==> config.mk <==
export PLATFORM = sky130hd
export DESIGN_NAME = dragonfly_path_length_calc
export DESIGN_NICKNAME = d
export VERILOG_FILES = /design/src/sv/dfpl_pkg.sv /design/src/sv/dfpl_div.sv /design/src/sv/dfpl_hops.sv /design/src/sv/dragonfly_path_length_calc.sv
export SDC_FILE = /design/constraint.sdc
export NUM_CORES = 2
export LEC_CHECK = 0
export BUFFER_PORTS_ARGS = -buffer_cell sky130_fd_sc_hd__buf_2
export CAP_MARGIN = 20
export CELL_PAD_IN_SITES_DETAIL_PLACEMENT = 1
export CELL_PAD_IN_SITES_GLOBAL_PLACEMENT = 1
export CORE_MARGIN = 4
export CORE_UTILIZATION = 49
export DETAILED_ROUTE_END_ITERATION = 10
export PLACE_DENSITY_LB_ADDON = 0.1
export SETUP_SLACK_MARGIN = 0.3
export SLEW_MARGIN = 20
export SYNTH_ARGS = -nofsm -noshare
export SYNTH_HDL_FRONTEND = slang
export SYNTH_SLANG_ARGS = --single-unit
==> constraint.sdc <==
create_clock -name clk -period 110.4 [get_ports clk]
set_input_delay 22.08 -clock clk [delete_from_list [all_inputs] [get_ports clk]]
set_output_delay 22.08 -clock clk [all_outputs]
set_load 0.1 [all_outputs]
==> src/sv/dfpl_pkg.sv <==
// Shared constants for the dragonfly path length calculator.
package dfpl_pkg;

	// Configuration register indexes
	localparam logic [7:0] REG_NODES_PER_ROUTER   = 8'd0;
	localparam logic [7:0] REG_ROUTERS_PER_GROUP  = 8'd1;
	localparam logic [7:0] REG_GLOBAL_PORTS       = 8'd2;
	localparam logic [7:0] REG_OWN_NODE           = 8'd3;

	// Register field widths
	localparam int P_BITS   = 7;
	localparam int A_BITS   = 8;
	localparam int H_BITS   = 7;
	localparam int OWN_BITS = 16;
	localparam int CFG_DATA_BITS = 16;

	// Router index times port count
	localparam int PROD_BITS = A_BITS + H_BITS;

	// Reset values
	localparam logic [P_BITS-1:0]   P_RESET   = 7'd4;
	localparam logic [A_BITS-1:0]   A_RESET   = 8'd8;
	localparam logic [H_BITS-1:0]   H_RESET   = 7'd4;
	localparam logic [OWN_BITS-1:0] OWN_RESET = 16'd0;

endpackage

==> src/sv/dfpl_div.sv <==
// Pipelined restoring divider, one quotient bit per stage.
module dfpl_div
	import dfpl_pkg::*;
#(
	parameter int W  = 16,
	parameter int DW = 8
) (
	input  logic          clk,
	input  logic          en,
	input  logic [W-1:0]  dividend,
	input  logic [DW-1:0] divisor,
	output logic [W-1:0]  quot,
	output logic [DW-1:0] rem
);

	logic [DW-1:0] rem_s [W];
	logic [W-1:0]  x_s   [W];

	for (genvar i = 0; i < W; i++) begin : g_stage
		logic [DW-1:0] rem_in;
		logic [W-1:0]  x_in;
		logic [DW:0]   trial;
		logic          ge;

		if (i == 0) begin : g_first
			assign rem_in = '0;
			assign x_in   = dividend;
		end else begin : g_next
			assign rem_in = rem_s[i-1];
			assign x_in   = x_s[i-1];
		end

		// Shift in the next dividend bit and try the subtract
		always_comb begin
			trial = {rem_in, x_in[W-1]};
			ge    = trial >= {1'b0, divisor};
		end

		// Advance the partial remainder and quotient
		always_ff @(posedge clk) begin
			if (en) begin
				rem_s[i] <= ge ? DW'(trial - {1'b0, divisor}) : trial[DW-1:0];
				x_s[i]   <= {x_in[W-2:0], ge};
			end
		end
	end

	assign quot = x_s[W-1];
	assign rem  = rem_s[W-1];

endmodule

==> src/sv/dfpl_hops.sv <==
// Palmtree link checks and hop counting, two register stages.
module dfpl_hops
	import dfpl_pkg::*;
#(
	parameter int NB = 16
) (
	input  logic              clk,
	input  logic              en,
	input  logic [H_BITS-1:0] h,
	input  logic [A_BITS-1:0] a_eff,
	input  logic [NB-1:0]     src_grp,
	input  logic [A_BITS-1:0] src_rtr,
	input  logic [NB-1:0]     via_grp,
	input  logic [A_BITS-1:0] via_rtr,
	input  logic [NB-1:0]     dst_grp,
	input  logic [A_BITS-1:0] dst_rtr,
	output logic [1:0]        min_hops,
	output logic [2:0]        detour_hops,
	output logic              bad_node
);

	localparam int CW = ((NB > PROD_BITS) ? NB : PROD_BITS) + 2;

	logic [PROD_BITS-1:0] src_rh_s1, via_rh_s1, dst_rh_s1, lim_s1;
	logic [NB-1:0]        src_grp_s1, via_grp_s1, dst_grp_s1;
	logic [A_BITS-1:0]    src_rtr_s1, via_rtr_s1, dst_rtr_s1;
	logic [H_BITS-1:0]    h_s1;

	// Register the router-by-port products
	always_ff @(posedge clk) begin
		if (en) begin
			src_rh_s1  <= PROD_BITS'(src_rtr * h);
			via_rh_s1  <= PROD_BITS'(via_rtr * h);
			dst_rh_s1  <= PROD_BITS'(dst_rtr * h);
			lim_s1     <= PROD_BITS'(a_eff * h);
			h_s1       <= h;
			src_grp_s1 <= src_grp;
			via_grp_s1 <= via_grp;
			dst_grp_s1 <= dst_grp;
			src_rtr_s1 <= src_rtr;
			via_rtr_s1 <= via_rtr;
			dst_rtr_s1 <= dst_rtr;
		end
	end

	// True when the router at rh of group g owns the link towards group t
	function automatic logic link_here(input logic [NB-1:0] g, input logic [PROD_BITS-1:0] rh,
			input logic [NB-1:0] t, input logic [H_BITS-1:0] hv);
		logic [CW-1:0] lo;
		logic [CW-1:0] tw;
		lo = CW'(rh) + CW'(t > g);
		tw = CW'(t);
		return (tw >= lo) && (tw < lo + CW'(hv));
	endfunction

	logic       l_sd, l_ds, l_sv, l_vd, l_dv;
	logic       same_sd, same_sv, same_vd;
	logic [1:0] min_c, sv_c;
	logic [2:0] vd_c;
	logic       bad_c;

	// Count hops of the minimal and the detour path
	always_comb begin
		l_sd = link_here(src_grp_s1, src_rh_s1, dst_grp_s1, h_s1);
		l_ds = link_here(dst_grp_s1, dst_rh_s1, src_grp_s1, h_s1);
		l_sv = link_here(src_grp_s1, src_rh_s1, via_grp_s1, h_s1);
		l_vd = link_here(via_grp_s1, via_rh_s1, dst_grp_s1, h_s1);
		l_dv = link_here(dst_grp_s1, dst_rh_s1, via_grp_s1, h_s1);
		same_sd = src_grp_s1 == dst_grp_s1;
		same_sv = src_grp_s1 == via_grp_s1;
		same_vd = via_grp_s1 == dst_grp_s1;
		if (same_sd) begin
			min_c = {1'b0, src_rtr_s1 != dst_rtr_s1};
		end else begin
			min_c = 2'd1 + {1'b0, !l_sd} + {1'b0, !l_ds};
		end
		if (same_sv) begin
			sv_c = {1'b0, src_rtr_s1 != via_rtr_s1};
		end else begin
			sv_c = 2'd1 + {1'b0, !l_sv};
		end
		if (same_vd) begin
			vd_c = {2'b0, via_rtr_s1 != dst_rtr_s1};
		end else begin
			vd_c = 3'd1 + {2'b0, !l_vd} + {2'b0, !l_dv};
		end
		bad_c = (CW'(src_grp_s1) > CW'(lim_s1)) || (CW'(via_grp_s1) > CW'(lim_s1))
			|| (CW'(dst_grp_s1) > CW'(lim_s1));
	end

	// Hold the result
	always_ff @(posedge clk) begin
		if (en) begin
			min_hops    <= min_c;
			detour_hops <= {1'b0, sv_c} + vd_c;
			bad_node    <= bad_c;
		end
	end

endmodule

==> src/sv/dragonfly_path_length_calc.sv <==
// Throughput: one request per cycle; the whole pipeline stalls while a result waits.
// Depth is set by the two chained bit-serial dividers (by p, then by a) and the hop stages.
// Reset clears the valid bits and loads the register defaults p=4 a=8 h=4 own=0.
// Configuration writes are always taken; write only while the pipeline is empty.
module dragonfly_path_length_calc
	import dfpl_pkg::*;
#(
	parameter int NODE_ID_BITS = 16
) (
	input  logic                     clk,
	input  logic                     arst_n,
	input  logic                     cfg_valid,
	output logic                     cfg_ready,
	input  logic [7:0]               cfg_index,
	input  logic [CFG_DATA_BITS-1:0] cfg_data,
	input  logic                     in_valid,
	output logic                     in_ready,
	input  logic [NODE_ID_BITS-1:0]  via_node,
	input  logic [NODE_ID_BITS-1:0]  target_node,
	output logic                     out_valid,
	input  logic                     out_ready,
	output logic [1:0]               min_hops,
	output logic [2:0]               detour_hops,
	output logic                     bad_node
);

	localparam int NB  = NODE_ID_BITS;
	localparam int LAT = 2 * NB + 2;

	logic [P_BITS-1:0]   p_q;
	logic [A_BITS-1:0]   a_q;
	logic [H_BITS-1:0]   h_q;
	logic [OWN_BITS-1:0] own_q;

	assign cfg_ready = 1'b1;

	// Write configuration registers, drop writes beyond the list
	always_ff @(posedge clk or negedge arst_n) begin
		if (!arst_n) begin
			p_q   <= P_RESET;
			a_q   <= A_RESET;
			h_q   <= H_RESET;
			own_q <= OWN_RESET;
		end else if (cfg_valid) begin
			unique case (cfg_index)
				REG_NODES_PER_ROUTER:  p_q   <= cfg_data[P_BITS-1:0];
				REG_ROUTERS_PER_GROUP: a_q   <= cfg_data[A_BITS-1:0];
				REG_GLOBAL_PORTS:      h_q   <= cfg_data[H_BITS-1:0];
				REG_OWN_NODE:          own_q <= cfg_data[OWN_BITS-1:0];
				default: ;
			endcase
		end
	end

	logic [A_BITS-1:0] p_eff, a_eff;
	logic [NB-1:0]     own_id;
	logic              en;
	logic [LAT-1:0]    vld_q;

	// Treat a zero count as one
	assign p_eff  = (p_q == '0) ? A_BITS'(1) : A_BITS'(p_q);
	assign a_eff  = (a_q == '0) ? A_BITS'(1) : a_q;
	assign own_id = NB'(own_q);

	// Advance everything unless a result is stuck at the output
	assign en        = !out_valid || out_ready;
	assign in_ready  = en;
	assign out_valid = vld_q[LAT-1];

	always_ff @(posedge clk or negedge arst_n) begin
		if (!arst_n) begin
			vld_q <= '0;
		end else if (en) begin
			vld_q <= {vld_q[LAT-2:0], in_valid};
		end
	end

	logic [NB-1:0]     src_q1, via_q1, dst_q1;
	logic [NB-1:0]     src_grp, via_grp, dst_grp;
	logic [A_BITS-1:0] src_rtr, via_rtr, dst_rtr;

	// Divide each id by p
	dfpl_div #(.W(NB), .DW(A_BITS)) u_src_p (.clk, .en, .dividend(own_id),
		.divisor(p_eff), .quot(src_q1), .rem());
	dfpl_div #(.W(NB), .DW(A_BITS)) u_via_p (.clk, .en, .dividend(via_node),
		.divisor(p_eff), .quot(via_q1), .rem());
	dfpl_div #(.W(NB), .DW(A_BITS)) u_dst_p (.clk, .en, .dividend(target_node),
		.divisor(p_eff), .quot(dst_q1), .rem());

	// Split into group and router by dividing by a
	dfpl_div #(.W(NB), .DW(A_BITS)) u_src_a (.clk, .en, .dividend(src_q1),
		.divisor(a_eff), .quot(src_grp), .rem(src_rtr));
	dfpl_div #(.W(NB), .DW(A_BITS)) u_via_a (.clk, .en, .dividend(via_q1),
		.divisor(a_eff), .quot(via_grp), .rem(via_rtr));
	dfpl_div #(.W(NB), .DW(A_BITS)) u_dst_a (.clk, .en, .dividend(dst_q1),
		.divisor(a_eff), .quot(dst_grp), .rem(dst_rtr));

	// Count hops
	dfpl_hops #(.NB(NB)) u_hops (
		.clk, .en,
		.h(h_q), .a_eff,
		.src_grp, .src_rtr, .via_grp, .via_rtr, .dst_grp, .dst_rtr,
		.min_hops, .detour_hops, .bad_node
	);

endmodule

==> metrics list <==
- Share of Yosys cell area claimed by the top area cell type: 0.580
- Prior to clock tree synthesis, the placed netlist has a worst setup slack of 65.12 ns.
- Cell-by-cell trace of the critical path: buf_2 > nand2b_4 > buf_2
* Internal power component: 2900 µW
- For this run, the total global-route usage over all layers was measured as 0.208.
- The most used flip-flop cell after synthesis is sky130_fd_sc_hd__edfxtp_1.
- Of the total power, the share spent switching nets is 0.330.
* Max-capacitance violation count: 0
* CTS Buf Count: 291
- Final estimated routing congestion in global placement: 0.833
- Entering global routing, the biggest net connects 196 pins.
* Vias in the first global route: 77682
- The Yosys step of the flow raised 0 warnings.
- In this run the count of I/O pins placed on the die edge is 70.
- # nets final: 10627
- Level count of the clock H-tree: 5
- Worst vdd rail ir drop: 0.0000204 V
- Number of synthesized register bits: 2497
* Y dimension of the die: 514 µm
* Leading cell type by number of instances after synthesis: sky130_fd_sc_hd__edfxtp_1
- Library cell occupying the most area in the post-synthesis netlist: sky130_fd_sc_hd__edfxtp_1
* Number of detailed-route iterations in the first pass: 5
* Count of final setup violators: 0
- STA classifies the critical path startpoint as an input port.
- LEAKAGE: 0.0555 µW
- Full die area: 265000 µm²
- Register-to-Register Path Depth: 33
- RSZ-0062 raised after global routing: no
* Most instantiated cells after synthesis: 2425 x sky130_fd_sc_hd__edfxtp_1, 1114 x sky130_fd_sc_hd__ha_1, 617 x sky130_fd_sc_hd__inv_1, 539 x sky130_fd_sc_hd__mux2_2, 525 x sky130_fd_sc_hd__nor2_1
- The worst setup path is captured at an output pin.
* Critical path's largest stage delay: 0.53 ns
- Counting instances, the worst hold path has a depth of 0.
* Share of synthesized flip-flops with an asynchronous set or reset: 0.0288
* Setup Total Neg Slack: 0 ns
- For this configuration, the core starts out at a cell density of 0.494.
* Vias per std cell: 5.50
* Routed via count: 70575
- The number of max-slew violations in the final report was 0.
- Sequential element share of the synthesized area: 0.594
- Clock tree from TritonCTS: yes
- Power spread over the standard cell area amounts to 31.0 nW/µm².
* Category of the critical setup timing path: input port to output pin
- Wirelength per Cell: 21.3 µm
- Between clock sinks in the finished design, the worst skew comes to 0.0520 ns.
* Relative contribution of the clock network to total power: 0.215
- Hold is met by 0.386 ns.
- The routed design could run at a clock period as short as 45.24 ns.
* Worst-case clock buffer depth: 4
* WP data required: 88.32 ns
* Highest-delay cell along the critical path: sky130_fd_sc_hd__buf_2
* Placeable core region: 255000 µm²
- In the final layout, the share of cells above drive strength 1 is 0.126.
- The first routing iteration left 3856 violations.
- Crit path top cell by count: sky130_fd_sc_hd__buf_2
- Relative to the synthesized area, the layout overhead comes to 11.1%.
- Global route total overflow: 0
- After detailed routing, the number of remaining DRC violations is 0.
- Sequential share of power: 0.432
* Net count after synthesis: 10304
- Number of sinks on the clock net: 2497
- For the pin with the worst max-slew slack, the measured transition is 1.07 ns.
- Post-DRT Antenna Nets: 0
- Detailed placement finished with a half-perimeter wire length of 188000 µm.
- Clock latency on the worst-skew pair, taken at its later pin, is 0.93 ns.
* Antenna violations before repair: 14
- The design draws 4330 µW.
- Final Hold Viols: 0
- # port buffers: 68
- In this run, synthesis inferred 2425 flip-flops with an integrated enable.
- After layout, the worst setup slack is 65.16 ns.
* Maximum fanout encountered on the critical timing path: 30
* Count of cell types in the netlist: 81
- Averaged over all synthesized cells, the footprint is 14.1 µm².
- The tree is rooted in a sky130_fd_sc_hd__clkbuf_16.
* Post-layout utilization of the core: 0.548
* Most area-consuming cells after synthesis: sky130_fd_sc_hd__edfxtp_1 58%, sky130_fd_sc_hd__ha_1 11%, sky130_fd_sc_hd__mux2_2 4.8%
- The die is 514 µm wide.
- The analysis attributes to net switching a power of 1430 µW.
- The number of hold buffers added after CTS was 0.
- Final wirelength: 274000 µm
- Synthesis produced a netlist whose cell count is 8920.
* Post-CTS Repair Setup Buffers: 0
- The path class of the tightest hold or removal check is register to register.
- Summing every instance area after synthesis gives 126000 µm².
- STA puts the critical path data arrival time at 23.16 ns.
- First-pass GRT wire length: 434000 µm
- Measured against its own limit, the worst slew margin works out to 0.285.
* Number of instances resized during post-cts repair: 0
- Dividing the final minimum period by the clock period gives 0.410.
* Logic gate share of total power: 0.353
* Clock transition at path regs: 0.06 ns
- Row count: 185
- Derived from the worst setup path, the maximum achievable clock frequency is 22.1 MHz.
- The flow ran to the end, and the final reports show no timing, DRC or antenna violations.
==> state kept, by name, summed over array words and instances, names as in the netlist, 34 cells and up <==
name / flops
u_src_p.x_s: 256
u_dst_p.x_s: 256
u_via_a.rem_s: 128
u_src_p.rem_s: 120
u_dst_a.rem_s: 128
u_via_p.rem_s: 120
u_src_a.rem_s: 128
u_dst_a.x_s: 256
u_dst_p.rem_s: 120
u_via_a.x_s: 256
vld_q: 34
u_via_p.x_s: 256
u_src_a.x_s: 256
==> kinds of logic (layout without fill, tap and decap cells) <==
kind of cell | after synthesis | after routing | synth area share
AO/OA/AOI/OAI | 1265 | 1265 | 0.0635
multiplexers | 727 | 727 | 0.0633
adder cells (fa/ha/maj) | 1323 | 1323 | 0.144
buffers and inverters | 730 | 1263 | 0.0226
XOR/XNOR | 559 | 559 | 0.0390
AND/OR/NAND/NOR | 1818 | 1818 | 0.0736
other | 1 | 5 | 0.0000298
flip-flops | 2497 | 2497 | 0.594
==> area by class of cell <==
type,instances,area (µm²)
tap,3366,4210
clock buffer,356,7700
multi-input combinational,5693,48200
timing repair buffer,143,963
fill,24662,115000
inverter,617,2320
antenna,4,10.0
clock inverter,147,1490
sequential,2497,74600
==> metrics by stage <==
stage | std cells | area, µm²
finish | 12823 | 140000
global route | 12822 | 140000
CTS | 12819 | 140000
detailed placement | 12316 | 130000
global placement | 12316 | 130000
floorplan | 8920 | 126000
==> power by group through the flow <==
| stage | clock [µW] | combinational, µW | sequential, µW |
|---|---|---|---|
| 2_1_floorplan | 0 | 1180 | 2450 |
| 3_3_place_gp | 0 | 1450 | 1870 |
| 3_5_place_dp | 0 | 1530 | 1890 |
| 4_1_cts | 960 | 1550 | 1880 |
| 5_1_grt | 1000 | 1730 | 1910 |
| 6_report | 929 | 1530 | 1870 |
==> placed cells by master (no fill, tap or decap), types with 181 or more instances in the layout <==
cell                        netlist  routed
sky130_fd_sc_hd__nor2b_1        211     211
sky130_fd_sc_hd__o21ai_0        388     388
sky130_fd_sc_hd__clkbuf_16        0     295
sky130_fd_sc_hd__xnor2_1        321     321
sky130_fd_sc_hd__edfxtp_1      2425    2425
sky130_fd_sc_hd__nand2_1        285     285
sky130_fd_sc_hd__mux2_2         539     539
sky130_fd_sc_hd__nand4_1        181     181
sky130_fd_sc_hd__a21o_1         230     229
sky130_fd_sc_hd__inv_1          617     604
sky130_fd_sc_hd__ha_1          1114    1114
sky130_fd_sc_hd__fa_1           209     209
sky130_fd_sc_hd__a21oi_1        246     246
sky130_fd_sc_hd__xor2_1         238     238
sky130_fd_sc_hd__mux2i_1        188     188
sky130_fd_sc_hd__nor2_1         525     525
==> critical path: cells and delay by family <==
kind	cells	cell delay [ns]
buffers and inverters	2	0.61
and+or+nand+nor	1	0.45
==> path summary, 6_finish.rpt <==
path | start | endpoint | slack (ns)
max in group asynchronous | arst_n | own_id[10] | 88.30
setup / recovery | out_ready | in_ready | 65.16
min in group asynchronous | arst_n | own_id[4] | 21.13
hold / removal | u_via_a.x_s[15][5] | u_hops.via_grp_s1[5] | 0.39
hold reg to reg | u_via_a.x_s[15][5] | u_hops.via_grp_s1[5] | 0.39
setup reg to reg | u_hops.dst_grp_s1[1] | u_hops.detour_hops[1] | 102.87
==> metal layers <==
layer,up-vias,GRT usage,part of all wire
met1,35589,0.253,0.41
met3,453,0.0288,0.028
li1,33656,-,-
met4,0,0.0617,0.029
met5,-,0,0
met2,877,0.383,0.53
No activity file was read; power rests on OpenSTA's default activity.
